### src/rtl/ufs_pkg.sv
`timescale 1ns / 1ps
// ----------------------------------------------------------------------------
// ufs_pkg
// Shared constants and types for the disjoint-set (union by size) block.
// ----------------------------------------------------------------------------
package ufs_pkg;

   // forest geometry
   localparam int NODES  = 1024;
   localparam int NODE_W = $clog2(NODES);
   localparam int SIZE_W = $clog2(NODES + 1);

   // node count register
   localparam int CNT_W = 11;
   localparam logic [CNT_W-1:0] COUNT_RESET = CNT_W'(NODES);

   // stream payload widths, padded to whole bytes
   localparam int REQ_DATA_W = ((2 * NODE_W + 7) / 8) * 8;
   localparam int RSP_DATA_W = ((NODE_W + 1 + SIZE_W + 7) / 8) * 8;

   // operation codes
   localparam logic FUNC_FIND  = 1'b0;
   localparam logic FUNC_UNION = 1'b1;

   // shared compare / add unit result
   typedef struct packed {
      logic              eq;
      logic              lt;
      logic [SIZE_W-1:0] sum;
   } alu_res_type;

endpackage

### src/rtl/ufs_alu.sv
`timescale 1ns / 1ps
// ----------------------------------------------------------------------------
// ufs_alu
// Shared compare and add unit, used for link checks, root checks and sizes.
// ----------------------------------------------------------------------------
module ufs_alu (
   input  logic [ufs_pkg::SIZE_W-1:0] opa,
   input  logic [ufs_pkg::SIZE_W-1:0] opb,
   output ufs_pkg::alu_res_type       res
);

   // one comparator and one adder on the same operand pair
   always_comb begin
      res.eq  = (opa == opb);
      res.lt  = (opa < opb);
      res.sum = opa + opb;
   end

endmodule

### config.mk
export PLATFORM = sky130hd
export DESIGN_NAME = ufs_alu
export DESIGN_NICKNAME = d
export VERILOG_FILES = /design/src/rtl/ufs_pkg.sv /design/src/rtl/ufs_alu.sv
export SDC_FILE = /design/constraint.sdc
export NUM_CORES = 1
export LEC_CHECK = 0
export BUFFER_PORTS_ARGS = -buffer_cell sky130_fd_sc_hd__buf_2
export CAP_MARGIN = 20
export CORE_ASPECT_RATIO = 2
export CORE_MARGIN = 2
export CORE_UTILIZATION = 25
export DETAILED_ROUTE_END_ITERATION = 12
export PLACE_DENSITY = 0.61
export RECOVER_POWER = 50
export SYNTH_ARGS = -nofsm -noshare
export SYNTH_HDL_FRONTEND = slang
export SYNTH_SLANG_ARGS = --single-unit
### constraint.sdc
create_clock -name vclk -period 1.45
set_input_delay 0.145 -clock vclk [all_inputs]
set_output_delay 0.145 -clock vclk [all_outputs]
set_load 0.1 [all_outputs]
# Word level (Yosys, flattened, before mapping)

Cells that the tools add are included.

Bits in registers: 0

Eq/ne operators: 1
Add/subtract/negate cells: 1
Order comparisons: 1

Operator list:

| kind           | number |
|---|---|
| $add 11x11->11 | 1 |
| $eq 11x11->1   | 1 |
| $lt 11x11->1   | 1 |

# Depth between registers and ports, before layout

Gate-level depths: netlist of run 1.

Depth in word-level cells: 1
Depth in mapped cells: 8

# Worst setup path after synthesis of run 1

No wires, ideal clock.

Path type: input to output
From: input opb[4] (netlist bit)
To: output res[11] (netlist bit)
Path slack: -1.832 ns
Stages on the path: 8
Path buffers: 1
Required time: 1.305 ns
Arrival time: 3.137 ns
Cells stage by stage: inv_1 -> ha_1 -> clkbuf_2 -> a21o_1 -> a21o_1 -> a21oi_1 -> nor2_1 -> nor3_1

RTL lines:

| item               | RTL line     | text |
|---|---|---|
| start: declaration | ufs_alu.sv:8 | `input logic [ufs_pkg::SIZE_W-1:0] opb,` |
| end: declaration   | ufs_alu.sv:9 | `output ufs_pkg::alu_res_type res` |

==> metrics list, run 1 <==
* Number of top-level pins: 35
- GRT overflow: 0
* Post-CTS Hold Fix Bufs: 0
* Number of design rule violations left after detail routing: 0
- Largest net degree at the start of global routing: 7
- Summed over all cells, the static leakage comes to 0.914 nW.
- The first detailed-routing pass ran for 4 iterations.
- Post-DR wirelength/cell: 13.7 um
- Summed over all nets, the switching power comes to 0.000904 W.
- Clock network power share: 0
- After detailed routing, the number of vias per cell comes to 4.88.
* Area of the placeable core: 2910 um2
* Compound-cell area share of the yosys netlist: 0.212
* Fillers: 207
- Count of synthesis-stage warnings from yosys: 0
- Of the total synthesized cell area, the portion taken by full adders, half adders and majority gates is 0.374.
- The sequential cells in the finished layout cover a total of 0 um2.
- The detailed router placed 1025 vias in this run.
- The count of final hold-check violations came to 0.
- Startpoint type of the worst setup path: primary input
- Final core utilization: 0.684
* Critical setup path kind: in -> out
- The share of synthesized area in the top cell type comes to 0.347.
- The congestion estimate from routability-driven global placement came to 0.852.
- Internal power comes to 0.000658 W.
- Initial antenna violation count: 0
- Setup Viol. Count Final: 10
* Xor and xnor fraction of the mapped netlist area: 0.104
- Final min period: 1.99 ns
* Maximum fanout encountered on the critical timing path: 2
- First-iteration detailed-routing DRC count: 3
- Worst min-delay path category: in -> out
* Highest ir drop seen on vdd: 0.000613 V
- The share of total power dissipated in sequential elements is 0.
- Critical path endpoint category: output pin
* Number of buffer cells added on primary ports: 35
* Part of the power in combinational logic: 1.000
- Top post-synthesis cells by area: ha_1 (35%), inv_1 (8.9%), xor2_1 (8.1%)
- Power Dens Cells: 786 nW/um2
* Area overhead of the layout relative to synthesis: 163%
* Share of synthesized cell area in and, or, nand and nor gates: 0.208
* Unique masters post-synth: 27
* CP Data Required Time: 1.31 ns
- The first global-routing pass estimated 4.15 mm of wire.
- Number of max-cap violations: 0
- Along the worst hold path, the cell count comes to 4.
- Summed negative setup slack over all endpoints: -3.61 ns
* Post-Syn Instances: 104
* NumNets Final: 226
- Of all cell types, the one taking the most synthesized area is ha_1.
- Setup repair after global routing missed its margin: true
- Number of rows in the core area: 28
- Gr usage total: 0.149
* Antenna violation net count after detailed routing: 0
* Final cycle utilization of the critical path: 1.37
- Derived from the worst setup path, the maximum achievable clock frequency is 502 MHz.
* Total number of sequential cells: 0
- Die Y-Extent: 81.8 um
- Failing checks: negative setup slack
- The final max-slew violation count was 0.
* Initial cell density of the core: 0.260
- Post-synthesis instance area: 757 um2
- Clock buffer count: 0
- When the netlist entered floorplanning its net count stood at 148.
- For this run, the register share of the synthesized area comes to 0.
- The die covers 3510 um2.
* Die W: 42.9 um
- Data arrives at the worst endpoint at 1.85 ns.
- Result of the run: complete, but fails checks
* Largest family of logic cells by synthesized area: adder cells
* Proportion of synthesized area in mux cells: 0
* Final worst-path setup slack: -0.540 ns
* Fraction of final layout cells with drive strength greater than 1: 0.744
- Worst relative slew slack: 0.641
- Fraction of power spent switching nets: 0.579
- Diodes inserted: 0
- Wirelength, routed: 2.87 mm
- Via count of the first global-routing pass: 994
- After legalization and detailed placement, the total HPWL measured 2.22 mm.
- At the pin with the least slew margin, the transition time is 0.541 ns.
- Mean area per synthesized cell: 7.28 um2
-- cells by family after synthesis --
group	count (synthesis)
simple gates	32
fa+ha+maj	22
compound gates	21
buf+inv	20
xor+xnor	9
-- cell usage in the layout, fill, tap and decap left out, types with 4 or more instances in the layout --
cell type / n
buf_4: 39
buf_6: 15
buf_12: 12
ha_1: 10
buf_2: 9
inv_2: 8
ha_4: 8
inv_1: 7
nor2_1: 7
nor2_2: 6
xor2_4: 5
a21oi_1: 4
-- per-stage QoR --
step | power, W | std cells | area [um2] | setup slack [ns] | hold slack [ns]
finish | 0.00156 | 210 | 1990 | -0.540 | 0.764
global route | 0.00162 | 210 | 1990 | -0.584 | 0.792
CTS | 0.00150 | 204 | 1870 | -0.525 | 0.767
detailed placement | 0.00144 | 202 | 1720 | -0.550 | 0.766
global placement | 0.00142 | 202 | 1720 | -0.502 | 0.769
floorplan | 0.000918 | 104 | 1080 | -0.602 | 0.602
-- Yosys cell counts (all sizes together) --
cell	instances
o21bai	1
o21ai	3
nor4	1
a21o	2
fa	1
ha	21
or3	1
nor3b	2
and4	1
nor2b	4
o41ai	3
o22ai	1
xnor2	2
o311ai	1
nand4	2
inv	18
nor2	16
o21a	1
clkbuf	2
a211oi	1
a21oi	8
nand2	3
nor3	2
xor2	7
-- path summary, 6_finish.rpt --
path / from / end / slack [ns]
worst max-delay path: opa[0] / res[8] / -0.54
worst min-delay path: opa[10] / res[11] / 0.76
-- area by class of cell --
class	count	area [um2]	share of cell area
inverters	18	76.3	0.0384
well taps	30	37.5	0.0189
repair buffers	78	782	0.393
multi-input cells	84	1090	0.549
-- timing repair --
item                                    CTS  global route
pin swaps                                11            18
endpoints found under the hold margin     0             0
endpoints found under the setup margin   10            10
buffers inserted                          3             7
resized for setup                        35            20
-- metal layers --
metal,track usage,part of all wire,vias to the layer above
met5,0,0,-
met4,0,0.038,0
met3,0,0.023,8
met2,0.347,0.66,26
met1,0.141,0.28,492
li1,-,-,499
-- critical path: stages --
cell,delay (ns)
buf_8,0.08
ha_4,0.13
inv_2,0.04
fa_2,0.35
nor2_2,0.12
nor2_2,0.07
o41ai_4,0.27
buf_4,0.21
o22ai_4,0.08
xnor2_4,0.16
buf_12,0.19
-- power groups by stage --
stage | sequential (W) | clock, W | combinational (W)
3_3_place_gp | 0 | 0 | 0.00142
3_5_place_dp | 0 | 0 | 0.00144
6_report | 0 | 0 | 0.00156
5_1_grt | 0 | 0 | 0.00162
2_1_floorplan | 0 | 0 | 0.000918
4_1_cts | 0 | 0 | 0.00150
No activity file was read; power rests on OpenSTA's default activity.
==> run 2: changes to the inputs <==
CORE_ASPECT_RATIO = not set   (was 2)
CORE_UTILIZATION = 40   (was 25)
PLACE_DENSITY = 0.84   (was 0.61)
==> run 2 against run 1 <==
  * The flow now stops in detailed placement
  * Synthesized cell count is the same
  * Synthesized area unchanged
==> metrics list, run 2 <==
* Stop Error: [ERROR DPL-0033] detailed placement checks failed during check placement.
* Die W: 47.5 um (+11%)
- The post-synthesis cell area was 757 um2 (unchanged).
* Initial cell density of the core: 0.434 (+0.173)
- The commonest cells after synthesis are ha_1 (21), inv_1 (18), nor2_1 (15), a21oi_1 (7), xor2_1 (7).
- The total half-perimeter wirelength after legalization and detailed placement is 3.44 mm (+55%).
- The placer congestion estimate is 0.834 (-2.1%).
- In the post-synthesis netlist, the cell with the most instances is ha_1.
* Die Y-Extent: 47.5 um (-42%)
* Number of buffer cells added on primary ports: 35 (unchanged)
- Number of rows in the core area: 15 (-46%)
- Largest family of logic cells by synthesized area: adder cells
* Synthesized-area fraction occupied by adder cells: 0.374 (unchanged)
- Count of synthesis-stage warnings from yosys: 0 (unchanged)
* Top post-synthesis cells by area: ha_1 (35%), inv_1 (8.9%), xor2_1 (8.1%)
- Post-Syn Instances: 104 (unchanged)
- The proportion of synthesized area in mux cells is 0 (unchanged).
* Number of top-level pins: 35 (unchanged)
* Mean area per synthesized cell: 7.28 um2 (unchanged)
- Xor and xnor fraction of the mapped netlist area: 0.104 (unchanged)
- The share of the synthesized area in the top cell type is 0.347 (unchanged).
- Syn Nets: 148 (unchanged)
- Result of the run: stopped before the end
- The area share of and/or/nand/nor cells after synthesis was 0.208 (unchanged).
- Sequential area share after synthesis: 0 (unchanged)
- Compound-cell area share of the yosys netlist: 0.212 (unchanged)
- Largest area contributor in the synthesized netlist: ha_1
* Last stage reached: detailed placement
* Unique masters post-synth: 27 (unchanged)
[run 2: metrics by stage]
stage	cell area (um2)	worst slack [ns]	hold WS [ns]	cells
global placement	1690	-0.460	0.765	194
floorplan	1080	-0.602	0.602	104
[run 2: cells by family after synthesis]
group / Yosys count
simple gates: 32
fa+ha+maj: 22
compound gates: 21
buf+inv: 20
xor+xnor: 9
==> run 3: changes to the inputs <==
CORE_AREA = 2 2 63 65   (was not set)
CORE_MARGIN = not set   (was 2)
CORE_UTILIZATION = not set   (was 40)
DIE_AREA = 0 0 65 67   (was not set)
PLACE_DENSITY = not set   (was 0.84)
PLACE_DENSITY_LB_ADDON = 0.15   (was not set)
clock period = 1.9 ns   (was 1.45 ns; I/O delays follow)
==> run 3 against run 2 <==
  * The flow now finishes, with violations (negative setup slack)
==> metrics list, run 3 (synthesis gave the netlist of run 1 again) <==
- The flow ran to the end, but the final reports show violations.
* Failing checks: negative setup slack
- Area of the placeable core: 3610 um2
- Net switching power figure: 0.000665 W
* Number of top-level pins: 35 (unchanged)
- After routing the design area is 1870 um2.
- The library cell used most frequently in the layout, excluding fill and tap cells, is buf_4.
- GRT overflow: 0
- Part of the power in combinational logic: 1.000
* Setup Viol. Count Final: 5
- Fraction of final layout cells with drive strength greater than 1: 0.667
- Gr usage total: 0.110
* Internal cell power: 0.000460 W
- The final layout contains routed wiring with a total length of 2.35 mm.
- Number of rows in the core area: 22 (+7)
- Final worst-path setup slack: -0.153 ns
- For this run, the detailed router's first-pass iteration total came to 2.
- The worst setup path is launched from a primary input.
- The analysis attributes to cell leakage a power of 0.875 nW.
* Sequential fraction of design power: 0
* Summed negative setup slack over all endpoints: -0.450 ns
* Highest-count cells in the layout ignoring fill and taps: buf_4 (33), buf_2 (18), ha_1 (14)
- The die covers 4360 um2.
- The number of global-route vias before repair was 947.
- Final core utilization: 0.519
- Setup repair after global routing missed its margin: true
- The die width came to 65 um (+37%).
* Clock buffer count: 0
- STA puts the critical path data required time at 1.71 ns.
- The vertical die dimension came to 67 um (+41%).
- Of the total power, the clock network draws 0.
* Initial antenna violation count: 0
* NumNets Final: 220
- Data on the critical path arrives at its endpoint at 1.86 ns.
- Post-Route Hold Slack: 0.859 ns
- Once detail routing completed, the nets flagged for antenna violations numbered 0.
- First-iteration detailed-routing DRC count: 26
- Via/cell ratio: 4.28
* Highest ir drop seen on vdd: 0.000336 V
- Critical setup path kind: in -> out
* Worst relative slew slack: 0.642
- Maximum fanout encountered on the critical timing path: 3
* Final-report hold violation count: 0
* FF+latch area: 0 um2
- 0 antenna diodes ended up in the layout.
- Based on the critical path, the design can be clocked at up to 487 MHz.
- The placer congestion estimate came to 0.764 (-8.5%).
- DP Worst Slack: -0.216 ns
* Final min period: 2.05 ns
- There are 0 flip-flops and latches.
- Initial cell density of the core: 0.210 (-0.224)
* Worst min-delay path category: in -> out
- Power Dens Cells: 601 nW/um2
- Fillers: 328
- First-pass GRT wire length: 3.96 mm
* Hpwl dp: 1.94 mm (-44%)
- Via Count: 950
- The number of input and output port buffers inserted was 35 (unchanged).
* Critical path endpoint category: output pin
- Slew at the pin closest to its max-slew limit: 0.540 ns
- For this block, wires on met1 add up to 991 um.
* Post-CTS Hold Fix Bufs: 0
* Top routing layer in use: met3
- Entering global routing, the biggest net connects 8 pins.
* Met3 routed wirelength: 59 um
- Number of max-cap violations: 0
- Of the total power, the share spent switching nets is 0.591.
- After detailed placement, the total cell area comes to 1690 um2.
* WL met2: 1.30 mm
* Count of pins over their slew limit: 0
* Number of design rule violations left after detail routing: 0
- The multi-input combinational cells in the finished layout cover a total of 1060 um2.
- Final cycle utilization of the critical path: 1.08
- After detailed routing, the average wire length per cell comes to 10.6 um.
- Relative to the synthesized area, the layout overhead comes to 147%.
[run 3: critical path, stage by stage]
cell	delay, ns
buf_8	0.08
ha_4	0.13
inv_2	0.03
fa_2	0.34
nor2_2	0.09
nor2_1	0.07
o41ai_2	0.19
buf_4	0.18
o22ai_1	0.06
buf_4	0.15
xnor2_4	0.14
buf_12	0.19
[run 3: metrics by stage]
stage | instances | power [W]
after detailed placement | 216 | 0.00107
after global placement | 216 | 0.00106
after CTS | 222 | 0.00112
after global routing | 222 | 0.00118
final | 222 | 0.00113
after floorplan | 104 | 0.000698
[run 3: power by group through the flow]
| stage | clock network [W] | logic [W] | registers [W] |
|---|---|---|---|
| floorplan | 0 | 0.000698 | 0 |
| global placement | 0 | 0.00106 | 0 |
| detailed placement | 0 | 0.00107 | 0 |
| CTS | 0 | 0.00112 | 0 |
| global route | 0 | 0.00118 | 0 |
| finish | 0 | 0.00113 | 0 |
[run 3: repair_timing]
action | in CTS | in global routing
resized for setup | 21 | 13
pin swaps | 10 | 8
setup endpoints to repair | 7 | 8
buffers inserted | 7 | 1
[run 3: layout make-up]
class,count,share of cell area
Multi-Input combinational cell,84,0.567
Timing Repair Buffer,72,0.358
Inverter,18,0.0428
Tap cell,48,0.0321
[run 3: metal layers]
layer	vias up	GRT usage
li1	485	-
met1	450	0.133
met2	15	0.223
met3	0	0.00338
met4	0	0.00798
met5	-	0
[run 3: worst paths after layout]
kind                  slack, ns       to     from  cells past startpoint
worst min-delay path       0.86  res[11]  opa[10]                      4
worst max-delay path      -0.15   res[8]   opa[0]                     12
==> run 4: changes to the inputs <==
GPL_TIMING_DRIVEN = 0   (was not set)
==> run 4 against run 3 <==
  * Total power shrank 9.8%
  * Clock-buffer cell count is the same
  * Highest routed layer unchanged
  * The run still ends with negative setup slack left
  * Critical path depth shrank 1
  * Sequential share of layout area is the same
  * Critical endpoint is now res[10]
  * Cell count shrank 14%
  * First-iteration DRC count shrank 62%
  * Setup slack gained 0.041 ns
  * Worst hold slack lost 0.0064 ns
  * Global-route usage shrank 1.6 points
==> metrics list, run 4 (synthesis gave the netlist of run 1 again) <==
* Result of the run: complete, but fails checks
* Failing checks: negative setup slack
- The leakage power of the design is 0.714 nW (-18%).
* Maximum fanout encountered on the critical timing path: 3 (unchanged)
- Fillers: 352 (+7.3%)
- The minimum clock period after layout is 2.01 ns (-0.0413 ns).
- First-iteration detailed-routing DRC count: 10 (-62%)
- WL met2: 1.21 mm (-7.1%)
* FF+latch area: 0 um2 (unchanged)
* Diodes inserted: 0 (unchanged)
- The placeable core area came to 3610 um2 (unchanged).
- Via Count: 847 (-11%)
- Top routing layer in use: met3
- Critical path endpoint category: output pin
- Leaving out fill and tap cells, the most frequent cell in the layout is buf_2.
* Die outline area: 4360 um2 (unchanged)
- The cell area power density came to 628 nW/um2 (+4.5%).
- Highest-count cells in the layout ignoring fill and taps: buf_2 (17), ha_1 (13), inv_1 (12)
* Number of max-cap violations: 0 (unchanged)
- The largest net degree at the start of global routing came to 8 (unchanged).
* Final-report hold violation count: 0 (unchanged)
- The worst-case setup slack after placement was -0.687 ns (-0.471 ns).
* Final worst-path setup slack: -0.112 ns (+0.0413 ns)
* NumNets Final: 190 (-14%)
- Via count of the first global-routing pass: 835 (-12%)
- Met3 routed wirelength: 65 um (+10%)
- Slew at the pin closest to its max-slew limit: 0.539 ns (-0.000758 ns)
- Setup repair after global routing could not meet its margin everywhere.
- The final wirelength was 2.18 mm (-7.4%).
- The max-slew headroom at the worst pin came to 0.642 (about the same).
* Number of iterations in the first detailed-routing pass: 2 (unchanged)
- Data arrival at the endpoint of the critical path: 1.82 ns (-0.04 ns)
- Final core utilization: 0.448 (-0.0715)
- Number of buffer cells added on primary ports: 35 (unchanged)
- By startpoint and endpoint, the worst setup path is classified as in -> out.
- The vertical die dimension came to 67 um (unchanged).
- The antenna violation net count after detailed routing came to 0 (unchanged).
- Hpwl dp: 1.74 mm (-10%)
- The global routing usage summed across all routing layers is 0.0942 (-0.0162).
- The worst setup path is launched from a primary input.
* Number of cells traversed by the worst hold path: 4 (unchanged)
- The via count normalized by instance count was 4.41 (+3.1%).
* Initial cell density of the core: 0.210 (unchanged)
* Number of top-level pins: 35 (unchanged)
- The die width is 65 um (unchanged).
* GRT overflow: 0 (unchanged)
- The min-delay analysis places its worst path in the category in -> out.
* Initial antenna violation count: 0 (unchanged)
* Final cycle utilization of the critical path: 1.06 (-0.0217)
* Weighted congestion reported at the end of routability-driven placement: 0.698 (-8.6%)
* CP Data Required Time: 1.71 ns (about the same)
- Highest ir drop seen on vdd: 0.000322 V (-4.2%)
- Number of design rule violations left after detail routing: 0 (unchanged)
- The fmax was 497 MHz (+2.1%).
* First-pass GRT wire length: 3.42 mm (-14%)
* Post-DR wirelength/cell: 11.3 um (+7.1%)
- The area growth from synthesis to layout is 113%.
- Setup Viol. Count Final: 4 (-1)
- Fraction of final layout cells with drive strength greater than 1: 0.611 (-0.0556)
* Clock buffer count: 0 (unchanged)
* Post-Route Hold Slack: 0.853 ns (-0.00641 ns)
- The met1 wire length is 903 um (-8.9%).
* Total number of sequential cells: 0 (unchanged)
- Number of rows in the core area: 22 (unchanged)
- Count of pins over their slew limit: 0 (unchanged)
==> run 4: cell types whose count changed in the layout (fill, tap and decap cells not counted), moves of 2 or more <==
cell	before	now
buf_4	33	9
buf_12	12	8
buf_6	6	3
nor2_2	1	4
nor2_4	5	2
a21oi_2	3	5
a21oi_4	2	0
ha_4	6	8
==> run 4: worst max-delay path: stages <==
cell	delay [ns]
buf_8	0.08
ha_4	0.13
inv_2	0.03
fa_2	0.34
nor2_2	0.13
nor2_2	0.07
o41ai_4	0.23
buf_6	0.18
o21ai_4	0.08
xor2_4	0.17
buf_12	0.19
==> run 4: area by class of cell <==
type	instances	area, um2	share of cell area
multi-input cells	84	1080	0.671
plain buffers	1	11.3	0.00697
well taps	48	60.1	0.0372
inverters	18	80.1	0.0496
repair buffers	41	380	0.235
==> run 4: metrics by stage <==
step                cell area [um2]  setup TNS [ns]  power, W  instances
floorplan                      1070           -1.19  0.000698        104
global route                   1620          -0.574   0.00106        192
global placement               1310           -3.46  0.000812        187
CTS                            1560          -0.880  0.000997        190
finish                         1620          -0.303   0.00101        192
detailed placement             1310           -3.62  0.000816        187
==> run 4: path summary, 6_finish.rpt <==
kind,start,end,slack (ns)
max,opb[0],res[10],-0.11
min,opa[10],res[11],0.85
==> run 4: routing by layer <==
layer  global-route usage  vias up
li1                     -      427
met1                0.114      405
met2                0.191       15
met3              0.00338        0
met4              0.00266        0
met5                    0        -
==> run 4: what timing repair did <==
| item | in CTS | in global routing |
|---|---|---|
| gates resized for setup | 55 | 12 |
| pin swaps | 14 | 11 |
| endpoints found under the setup margin | 10 | 7 |
| buffers inserted | 3 | 3 |
| hold buffers | 0 | 0 |
==> run 4: where the power goes <==
part           internal [W]  leakage [nW]  switching, W
registers                 0             0             0
logic              0.000371         0.714      0.000644
clock network             0             0             0
total              0.000371         0.714      0.000644
